### config.mk
export PLATFORM = sky130hd
export DESIGN_NAME = karman_tsien_pressure_coefficient_flat
export DESIGN_NICKNAME = d
export VERILOG_FILES = /design/src/rtl/core/kt_pkg.sv /design/src/rtl/core/kt_stream_if.sv /design/src/rtl/core/karman_tsien_pressure_coefficient.sv /design/src/flat_wrapper.sv
export SDC_FILE = /design/constraint.sdc
export NUM_CORES = 2
export LEC_CHECK = 0
export BUFFER_PORTS_ARGS = -buffer_cell sky130_fd_sc_hd__buf_2
export CORE_ASPECT_RATIO = 0.7
export CORE_MARGIN = 8
export CORE_UTILIZATION = 50
export DETAILED_ROUTE_END_ITERATION = 10
export HOLD_SLACK_MARGIN = 0.05
export PLACE_DENSITY = 0.68
export RECOVER_POWER = 100
export SLEW_MARGIN = 0
export SYNTH_ARGS = -nofsm -noshare
export SYNTH_HDL_FRONTEND = slang
export SYNTH_SLANG_ARGS = --single-unit
### constraint.sdc
create_clock -name clk -period 12.16 [get_ports clk]
set_clock_uncertainty 0.05 [all_clocks]
set_input_delay 2.432 -clock clk [delete_from_list [all_inputs] [get_ports clk]]
set_output_delay 2.432 -clock clk [all_outputs]
set_load 0.02 [all_outputs]
### src/rtl/core/kt_pkg.sv
// kt_pkg: widths, step counts, register indexes and output limits for the
// karman-tsien pressure coefficient block; no dependencies
package kt_pkg;

	// field widths
	localparam int SPEED_W = 18;  // signed q3.14 surface speed
	localparam int QINF_W  = 17;  // unsigned q3.14 freestream speed
	localparam int MACH_W  = 16;  // unsigned q0.16 mach number
	localparam int CP_W    = 24;  // signed q7.16 pressure coefficient
	localparam int CFG_W   = 17;  // widest configuration register
	localparam int IDX_W   = 1;   // register index

	// internal widths
	localparam int ACC_W   = 52;  // serial multiplier accumulator and denominator
	localparam int MPL_W   = 18;  // serial multiplier operand
	localparam int BETA_W  = 17;  // beta in q1.16
	localparam int CF_W    = 15;  // correction factor, always below 2^15
	localparam int DIFF_W  = 35;  // |qinf^2 - q^2|
	localparam int QUO_W   = 24;  // divider quotient
	localparam int CNT_W   = 5;

	// step counts of the serial units
	localparam int MUL_STEPS  = MPL_W;
	localparam int SQRT_STEPS = 17;
	localparam int CF_STEPS   = CF_W;
	localparam int DIV_STEPS  = QUO_W;

	// register indexes
	localparam logic [IDX_W-1:0] REG_FREESTREAM_SPEED = 1'd0;
	localparam logic [IDX_W-1:0] REG_FREESTREAM_MACH  = 1'd1;

	localparam logic [QINF_W-1:0] QINF_RESET = 17'd16384;
	localparam logic [MACH_W-1:0] MACH_RESET = 16'd0;

	// saturation limits
	localparam logic [CP_W-1:0] CP_MAX = 24'h7FFFFF;
	localparam logic [CP_W-1:0] CP_MIN = 24'h800000;

endpackage

### src/rtl/core/kt_stream_if.sv
// kt_sample_if and kt_result_if: valid/ready channels of the pressure
// coefficient block; depends on kt_pkg for the field widths
interface kt_sample_if import kt_pkg::*; ();
	logic                      valid;
	logic                      ready;
	logic signed [SPEED_W-1:0] surface_speed;
	logic                      last_sample;

	modport source (output valid, surface_speed, last_sample, input ready);
	modport sink (input valid, surface_speed, last_sample, output ready);
endinterface

interface kt_result_if import kt_pkg::*; ();
	logic                   valid;
	logic                   ready;
	logic signed [CP_W-1:0] pressure_coeff;
	logic                   bad_denominator;
	logic                   run_invalid;
	logic                   last_result;

	modport source (output valid, pressure_coeff, bad_denominator, run_invalid, last_result,
		input ready);
	modport sink (input valid, pressure_coeff, bad_denominator, run_invalid, last_result,
		output ready);
endinterface

### src/rtl/core/karman_tsien_pressure_coefficient.sv
// karman_tsien_pressure_coefficient: compressible pressure coefficient per speed sample
// depends on kt_pkg and on kt_sample_if / kt_result_if
// a sample runs through two 18-step serial multiplies and the 24-step restoring divider;
//   a bad denominator or a saturated quotient skips the divider, and the first sample
//   after reset also derives beta and the factor; one sample is in work at a time, the
//   next is taken once the result is written; a finished result waits in the output register
// reset: arst_n clears control, flags and configuration (speed 1.0, mach 0)
module karman_tsien_pressure_coefficient import kt_pkg::*; (
	input  logic              clk,
	input  logic              arst_n,
	input  logic              wr_en,
	input  logic [IDX_W-1:0]  wr_index,
	input  logic [CFG_W-1:0]  wr_data,
	kt_sample_if.sink         sample,
	kt_result_if.source       result
);

	// sequencer phases
	typedef enum logic [3:0] {
		IDLE,    // wait for a sample transfer
		M2,      // mach squared on multiplier x
		SQRT,    // beta = sqrt(1 - m^2), two radicand bits per step
		CF,      // factor = m^2/2 / (1 + beta), one quotient bit per step
		AB_LD,   // load qinf and |q| into both multipliers
		AB,      // qinf^2 on x, q^2 on y
		DIFF,    // sign and magnitude of qinf^2 - q^2, load the products
		PROD,    // beta*qinf^2 on x, factor*diff on y
		DEN,     // form denominator, decide bad
		DIVCHK,  // saturation check of the quotient
		DIV,     // restoring division, one bit per step
		FIN      // write result register
	} state_t;

	state_t state_q;
	logic [CNT_W-1:0] cnt_q;
	logic step_last;

	// configuration
	logic [QINF_W-1:0] qinf_q;
	logic [MACH_W-1:0] mach_q;

	// sample
	logic [SPEED_W-1:0] magq_q;
	logic [QINF_W-1:0]  qd_q;
	logic               last_q;

	// derived constants
	logic              derived_q;
	logic              sticky_q;
	logic [BETA_W-1:0] beta_q;
	logic [CF_W-1:0]   cf_q;

	// two shift-add multipliers
	logic [ACC_W-1:0] mcx_q, accx_q, accx_nx;
	logic [ACC_W-1:0] mcy_q, accy_q, accy_nx;
	logic [MPL_W-1:0] mplx_q, mply_q;

	// square root and factor division
	logic [33:0]       xs_q;
	logic [17:0]       sq_rem_q;
	logic [19:0]       sq_try;
	logic [18:0]       sq_trial;
	logic [16:0]       cf_rem_q;
	logic [CF_W-1:0]   cfn_q;
	logic [17:0]       cf_try, cf_den;

	// main division
	logic [DIFF_W-1:0] diff_q, diff_c;
	logic              neg_q, neg_c;
	logic [ACC_W-1:0]  d_q, d_c;
	logic              bad_q, bad_c;
	logic [ACC_W-1:0]  dv_rem_q;
	logic [ACC_W:0]    dv_try;
	logic [QUO_W-1:0]  quo_q;
	logic              big_q;

	logic [50:0] p1;
	logic [49:0] p2;
	logic [ACC_W-1:0] psum;

	logic               take_in, put_out, big;
	logic [CP_W-1:0]    cp_c;
	logic               sticky_nx;

	// configuration writes
	always_ff @(posedge clk or negedge arst_n) begin
		if (!arst_n) begin
			qinf_q <= QINF_RESET;
			mach_q <= MACH_RESET;
		end else if (wr_en) begin
			case (wr_index)
				REG_FREESTREAM_SPEED: qinf_q <= wr_data[QINF_W-1:0];
				REG_FREESTREAM_MACH:  mach_q <= wr_data[MACH_W-1:0];
				default: ;
			endcase
		end
	end

	assign sample.ready = (state_q == IDLE);
	assign take_in      = sample.valid && sample.ready;
	// the output register is free or drains in this cycle
	assign put_out      = (state_q == FIN) && (!result.valid || result.ready);

	always_comb begin
		case (state_q)
			M2, AB, PROD: step_last = (cnt_q == CNT_W'(MUL_STEPS - 1));
			SQRT:         step_last = (cnt_q == CNT_W'(SQRT_STEPS - 1));
			CF:           step_last = (cnt_q == CNT_W'(CF_STEPS - 1));
			DIV:          step_last = (cnt_q == CNT_W'(DIV_STEPS - 1));
			default:      step_last = 1'b0;
		endcase
	end

	// one multiplier bit per cycle
	assign accx_nx = mplx_q[0] ? accx_q + mcx_q : accx_q;
	assign accy_nx = mply_q[0] ? accy_q + mcy_q : accy_q;

	// square root step: bring down two radicand bits, try root*4+1
	assign sq_try   = {sq_rem_q, xs_q[33:32]};
	assign sq_trial = {beta_q, 2'b01};

	// factor division step
	assign cf_den = 18'(1 << 16) + {1'b0, beta_q};
	assign cf_try = {cf_rem_q, cfn_q[CF_W-1]};

	// sign of qinf^2 - q^2 and its magnitude
	always_comb begin
		neg_c  = accy_q[DIFF_W-1:0] > {1'b0, accx_q[33:0]};
		diff_c = neg_c ? accy_q[DIFF_W-1:0] - {1'b0, accx_q[33:0]}
		               : {1'b0, accx_q[33:0]} - accy_q[DIFF_W-1:0];
	end

	// denominator beta*a +/- factor*|a-b|, exact sign
	assign p1   = accx_q[50:0];
	assign p2   = accy_q[49:0];
	assign psum = {1'b0, p1} + {2'b0, p2};
	always_comb begin
		if (!neg_q) begin
			d_c   = psum;
			bad_c = (psum == '0);
		end else begin
			bad_c = ({1'b0, p2} >= p1);
			d_c   = {1'b0, p1 - {1'b0, p2}};
		end
	end

	// remainder doubles each step, the low numerator bits are all zero
	assign dv_try = {dv_rem_q, 1'b0};

	// datapath, no reset
	always_ff @(posedge clk) begin
		case (state_q)
			IDLE: begin
				if (take_in) begin
					magq_q <= sample.surface_speed[SPEED_W-1]
						? ~sample.surface_speed + SPEED_W'(1) : sample.surface_speed;
					qd_q   <= (qinf_q == '0) ? QINF_W'(1) : qinf_q;
					last_q <= sample.last_sample;
					mcx_q  <= ACC_W'(mach_q);
					mplx_q <= MPL_W'(mach_q);
					accx_q <= '0;
				end
			end
			M2: begin
				accx_q <= accx_nx;
				mcx_q  <= {mcx_q[ACC_W-2:0], 1'b0};
				mplx_q <= mplx_q >> 1;
				if (step_last) begin
					// radicand 2^32 - m^2, top bit pad to an even count
					xs_q     <= {1'b0, 33'h1_0000_0000 - {1'b0, accx_nx[31:0]}};
					sq_rem_q <= '0;
					beta_q   <= '0;
				end
			end
			SQRT: begin
				xs_q <= {xs_q[31:0], 2'b00};
				if (sq_try >= {1'b0, sq_trial}) begin
					sq_rem_q <= 18'(sq_try - {1'b0, sq_trial});
					beta_q   <= {beta_q[BETA_W-2:0], 1'b1};
				end else begin
					sq_rem_q <= sq_try[17:0];
					beta_q   <= {beta_q[BETA_W-2:0], 1'b0};
				end
				if (step_last) begin
					// m^2/2: high 16 bits are below the divisor already
					cf_rem_q <= {1'b0, accx_q[31:16]};
					cfn_q    <= accx_q[15:1];
					cf_q     <= '0;
				end
			end
			CF: begin
				cfn_q <= {cfn_q[CF_W-2:0], 1'b0};
				if (cf_try >= cf_den) begin
					cf_rem_q <= 17'(cf_try - cf_den);
					cf_q     <= {cf_q[CF_W-2:0], 1'b1};
				end else begin
					cf_rem_q <= cf_try[16:0];
					cf_q     <= {cf_q[CF_W-2:0], 1'b0};
				end
			end
			AB_LD: begin
				mcx_q  <= ACC_W'(qd_q);
				mplx_q <= MPL_W'(qd_q);
				accx_q <= '0;
				mcy_q  <= ACC_W'(magq_q);
				mply_q <= magq_q;
				accy_q <= '0;
			end
			AB, PROD: begin
				accx_q <= accx_nx;
				mcx_q  <= {mcx_q[ACC_W-2:0], 1'b0};
				mplx_q <= mplx_q >> 1;
				accy_q <= accy_nx;
				mcy_q  <= {mcy_q[ACC_W-2:0], 1'b0};
				mply_q <= mply_q >> 1;
			end
			DIFF: begin
				neg_q  <= neg_c;
				diff_q <= diff_c;
				mcx_q  <= ACC_W'(accx_q[33:0]);
				mplx_q <= MPL_W'(beta_q);
				accx_q <= '0;
				mcy_q  <= ACC_W'(diff_c);
				mply_q <= MPL_W'(cf_q);
				accy_q <= '0;
			end
			DEN: begin
				d_q      <= d_c;
				bad_q    <= bad_c;
				dv_rem_q <= ACC_W'({diff_q, 8'b0});
			end
			DIVCHK: begin
				// diff*2^32 >= d*2^24 means the quotient exceeds 24 bits
				big_q <= (dv_rem_q >= d_q);
				quo_q <= '0;
			end
			DIV: begin
				if (dv_try >= {1'b0, d_q}) begin
					dv_rem_q <= ACC_W'(dv_try - {1'b0, d_q});
					quo_q    <= {quo_q[QUO_W-2:0], 1'b1};
				end else begin
					dv_rem_q <= dv_try[ACC_W-1:0];
					quo_q    <= {quo_q[QUO_W-2:0], 1'b0};
				end
			end
			default: ;
		endcase
	end

	// saturate and apply the sign
	assign big = big_q || quo_q[QUO_W-1];
	always_comb begin
		if (bad_q)
			cp_c = CP_MIN;
		else if (neg_q)
			cp_c = big ? CP_MIN : CP_W'(~{1'b0, quo_q[QUO_W-2:0]} + CP_W'(1));
		else
			cp_c = big ? CP_MAX : quo_q;
	end

	assign sticky_nx = sticky_q || bad_q;

	// sequencer and result register
	always_ff @(posedge clk or negedge arst_n) begin
		if (!arst_n) begin
			state_q                <= IDLE;
			cnt_q                  <= '0;
			derived_q              <= 1'b0;
			sticky_q               <= 1'b0;
			result.valid           <= 1'b0;
			result.pressure_coeff  <= '0;
			result.bad_denominator <= 1'b0;
			result.run_invalid     <= 1'b0;
			result.last_result     <= 1'b0;
		end else begin
			// a new result loaded in the same cycle keeps valid high
			if (result.valid && result.ready && !put_out)
				result.valid <= 1'b0;
			if (step_last)
				cnt_q <= '0;
			else if (state_q == M2 || state_q == SQRT || state_q == CF || state_q == AB ||
				state_q == PROD || state_q == DIV)
				cnt_q <= cnt_q + CNT_W'(1);
			case (state_q)
				IDLE: begin
					if (take_in)
						state_q <= derived_q ? AB_LD : M2;
				end
				M2:    if (step_last) state_q <= SQRT;
				SQRT:  if (step_last) state_q <= CF;
				CF: begin
					if (step_last) begin
						derived_q <= 1'b1;
						state_q   <= AB_LD;
					end
				end
				AB_LD: state_q <= AB;
				AB:    if (step_last) state_q <= DIFF;
				DIFF:  state_q <= PROD;
				PROD:  if (step_last) state_q <= DEN;
				DEN:   state_q <= bad_c ? FIN : DIVCHK;
				DIVCHK: state_q <= (dv_rem_q >= d_q) ? FIN : DIV;
				DIV:   if (step_last) state_q <= FIN;
				FIN: begin
					if (put_out) begin
						result.valid           <= 1'b1;
						result.pressure_coeff  <= cp_c;
						result.bad_denominator <= bad_q;
						result.run_invalid     <= last_q && sticky_nx;
						result.last_result     <= last_q;
						// run flag is reported on the last sample, then cleared
						sticky_q               <= last_q ? 1'b0 : sticky_nx;
						state_q                <= IDLE;
					end
				end
				default: state_q <= IDLE;
			endcase
		end
	end

	// beta and factor are derived once per reset
	a_derived_kept: assert property (@(posedge clk) disable iff (!arst_n)
		!$fell(derived_q))
		else $error("derived constants dropped after derivation");

	// a flagged item always carries the clamp value
	a_bad_clamped: assert property (@(posedge clk) disable iff (!arst_n)
		result.valid && result.bad_denominator |-> result.pressure_coeff == CP_MIN)
		else $error("bad denominator without clamped coefficient");

	// run flag only on the closing item
	a_run_on_last: assert property (@(posedge clk) disable iff (!arst_n)
		result.valid && result.run_invalid |-> result.last_result)
		else $error("run flag reported before the last sample");

	// one sample in flight at a time
	a_one_in_flight: assert property (@(posedge clk) disable iff (!arst_n)
		sample.valid && sample.ready |=> !sample.ready)
		else $error("sample taken while one is still in work");

endmodule

### src/flat_wrapper.sv
// flat-port wrapper written by rule: the top's interface ports become plain ports
module karman_tsien_pressure_coefficient_flat import kt_pkg::*;
  (clk, arst_n, wr_en, wr_index, wr_data, sample_valid, sample_surface_speed, sample_last_sample, sample_ready, result_valid, result_pressure_coeff, result_bad_denominator, result_run_invalid, result_last_result, result_ready);
  kt_sample_if sample_i ();
  kt_result_if result_i ();
  input  logic clk;
  input  logic arst_n;
  input  logic wr_en;
  input  logic [IDX_W-1:0] wr_index;
  input  logic [CFG_W-1:0] wr_data;
  input wire logic [$bits(sample_i.valid)-1:0] sample_valid;
  input wire logic [$bits(sample_i.surface_speed)-1:0] sample_surface_speed;
  input wire logic [$bits(sample_i.last_sample)-1:0] sample_last_sample;
  output wire logic [$bits(sample_i.ready)-1:0] sample_ready;
  output wire logic [$bits(result_i.valid)-1:0] result_valid;
  output wire logic [$bits(result_i.pressure_coeff)-1:0] result_pressure_coeff;
  output wire logic [$bits(result_i.bad_denominator)-1:0] result_bad_denominator;
  output wire logic [$bits(result_i.run_invalid)-1:0] result_run_invalid;
  output wire logic [$bits(result_i.last_result)-1:0] result_last_result;
  input wire logic [$bits(result_i.ready)-1:0] result_ready;
  assign sample_i.valid = sample_valid;
  assign sample_i.surface_speed = sample_surface_speed;
  assign sample_i.last_sample = sample_last_sample;
  assign sample_ready = sample_i.ready;
  assign result_valid = result_i.valid;
  assign result_pressure_coeff = result_i.pressure_coeff;
  assign result_bad_denominator = result_i.bad_denominator;
  assign result_run_invalid = result_i.run_invalid;
  assign result_last_result = result_i.last_result;
  assign result_i.ready = result_ready;
  karman_tsien_pressure_coefficient u_core (.clk(clk), .arst_n(arst_n), .wr_en(wr_en), .wr_index(wr_index), .wr_data(wr_data), .sample(sample_i), .result(result_i));
endmodule
==> metrics.cfg <==
[power]
clkPwrFrac_pct = 44.8
p_sw_share_pct = 23.5
ir_drop_uv = 109
power_mw = 4.84
combinationalPowerShare_pct = 5.8
p_seq_share_pct = 49.4
intPower_mw = 3.70
switchingPower_mw = 1.14
p_per_area_nw_per_um2 = 98.8
power.leakage_nw = 19.9

[drt]
route.detailed.drc = 0
first_pass_iters = 7
drtIter0Drc = 4829
wirelength_um = 153000
vias_per_cell = 6.29
dr_total_vias = 38197
post_drt_wl_per_cell_um = 25.1
drtAntennaViolNets = 0

[cts]
root_buffer = clkbuf_16
cts_repair_resize_count = 0
insertion_delay_ns = 0.67
clk_pin_slew_worst_paths_ns = 0.06
htree_levels = 3
cts-buffers-inserted = 69
cts.sinks = 627
clock_path_buffers = 3
hold_buffers = 0
cts_tree = yes
postCtsSetupBuffers = 0

[grt]
overflow = 0
grt.busiest_layer = met1
grtUsageMet3_pct = 12.4
grt_max_degree = 89
grt_pass1_vias = 34343
met2_usage_pct = 35.8
antenna_found_initial = 11
grt_pass1_wl_um = 225000
use_met1_pct = 46.8
grt_use_total_pct = 29.3

[final_layout]
syn2layout_area_growth_pct = 7.88
fin_nets = 5222
utilization_pct = 54.4
drive_gt1_share_pct = 5.89

[critical_path]
critPathMaxFanout = 68
path_class = reg2reg
critPathRequiredTime_ns = 12.26
worstSetupEndpointType = flip-flop
crit_arrival_ns = 8.45
setup.worst_path.start_class = flip-flop

[logic_synthesis]
yosysTopAreaCellShare_pct = 36.7
synth_edf_count = 555
synth-main-ff-cell = edfxtp_1
syn_area_per_cell_um2 = 9.42
seq_area_frac_synth_pct = 40.7
async_reset_ff_share_pct = 11.5
syn-instance-count = 4821
synth_top_area_cell = edfxtp_1
synth_area_leaders = edfxtp_1 (37%), ha_1 (10%), a21oi_1 (4.6%), xnor2_1 (4.1%), nor2_1 (4.0%)
syn_nets = 5248
ys_ff_latch = 627
synthDistinctLibCells = 102
synth_area_um2 = 45400
synth_warnings = 0

[worst_hold_path]
hp-class = reg2reg

[timing]
rsz0062_at_grt = false
max_freq_mhz = 120
setup-tns-final_ns = 0
slew_headroom_pct = -195
period_share_pct = 68.7
drv_slew = 1117
period_needed_ns = 8.36
worst_pin_slew_ns = 4.42
setup_viol = 0
finalHoldViolCount = 0

[floorplan]
die_w_um = 376
die-area_um2 = 101000
num_rows = 92
initial_core_util_pct = 50.5
die_h_um = 268
core_region_area_um2 = 90000
pin_count = 71

[place]
hpwlAfterDp_um = 119000
routabilityCongestion = 1.05
port_buffers = 70

[job]
maxCapViolCount = 24

[run_status]
status = complete, but fails checks
violations = max-capacitance violations, max-slew violations

-- layer usage --
layer	up-vias	wire (um)
li1	17590	-
met5	-	38
met2	1958	53700
met4	6	3090
met1	18455	73200
met3	188	22700
-- cells in the final DEF (no fill, tap or decap), drive strengths merged, types with 98 or more instances in the layout --
cell,Yosys,layout
nand2,388,388
nor2,486,486
inv,261,266
a21oi,424,424
o21ai,309,309
clkbuf,178,143
xor2,98,98
a21o,169,169
ha,378,378
edfxtp,555,555
xnor2,212,212
-- flip-flops by register name, indices dropped and copies added (netlist names), 24 cells and up --
name / count
u_core.accx_q: 51
u_core.accy_q: 50
u_core.d_q: 52
u_core.diff_q: 35
u_core.dv_rem_q: 52
u_core.mcx_q: 51
u_core.mcy_q: 50
u_core.quo_q: 24
u_core.result.pressure_coeff: 24
u_core.xs_q: 34
-- worst max-delay path, cell delays in order (launching register included) --
cell	delay (ns)
dfrtp_1	0.36
clkbuf_1	0.88
nor2_4	0.32
clkbuf_1	2.08
nor2_1	0.18
clkbuf_1	0.59
nand2_4	0.16
clkbuf_1	3.09
-- final timing paths --
kind | end | slack (ns) | cells after the start | startpoint
worst max register to register | u_core.mcx_q[39] | 3.80 | 7 | u_core.state_q[0]
min in group asynchronous | u_core.result.pressure_coeff[10] | 1.89 | 1 | arst_n
max in group asynchronous | u_core.mach_q[0] | 6.04 | 2 | arst_n
worst min register to register | u_core.result.last_result | 0.43 | 2 | u_core.result.last_result
worst min-delay path | u_core.result.last_result | 0.43 | 2 | u_core.result.last_result
worst max-delay path | u_core.mcx_q[39] | 3.80 | 7 | u_core.state_q[0]
-- area by class of cell --
| type | instances | area (um^2) |
|---|---|---|
| Sequential cell | 627 | 18500 |
| Timing Repair Buffer | 127 | 629 |
| Antenna cell | 1 | 2.50 |
| Clock inverter | 48 | 487 |
| Multi-Input combinational cell | 3701 | 25100 |
| Fill cell | 8209 | 41000 |
| Tap cell | 1222 | 1530 |
| Clock buffer | 80 | 1810 |
| Inverter | 269 | 1010 |
-- per-stage QoR --
stage	hold slack, ns	instances	cell area, um^2	setup slack (ns)
after floorplan	0.387	4821	45400	6.47
after global placement	0.404	5946	46900	6.68
after detailed placement	0.401	5946	46900	6.67
after CTS	0.413	6074	49200	6.63
after global routing	0.441	6074	49000	3.25
final	0.427	6075	49000	3.80
-- power by group through the flow --
stage               Sequential (mW)  Clock [mW]  Combinational [mW]
floorplan                      2.43           0               0.187
global placement               2.43           0               0.270
detailed placement             2.44           0               0.274
CTS                            2.39        2.20               0.275
global route                   2.40        2.29               0.303
finish                         2.39        2.17               0.279
-- cell usage after synthesis, types with 84 or more instances --
master,instances
edfxtp_1,555
nor2_1,486
a21oi_1,421
nand2_1,388
ha_1,378
o21ai_0,274
inv_1,253
xnor2_1,212
clkbuf_1,178
a21o_1,169
xor2_1,98
mux2i_1,95
nor3_1,84
-- cell families (layout without fill, tap and decap cells) --
kind of cell | count (synthesis) | in the layout | synth area share (%)
AO/OA/AOI/OAI | 1400 | 1400 | 20.0
buffers and inverters | 493 | 524 | 4.20
multiplexers | 133 | 133 | 3.04
AND/OR/NAND/NOR | 1473 | 1473 | 15.4
XOR/XNOR | 310 | 310 | 5.98
flip-flops | 627 | 627 | 40.7
other | 0 | 1 | 0
adder cells (fa/ha/maj) | 385 | 385 | 10.7
No activity file was read; power rests on OpenSTA's default activity.
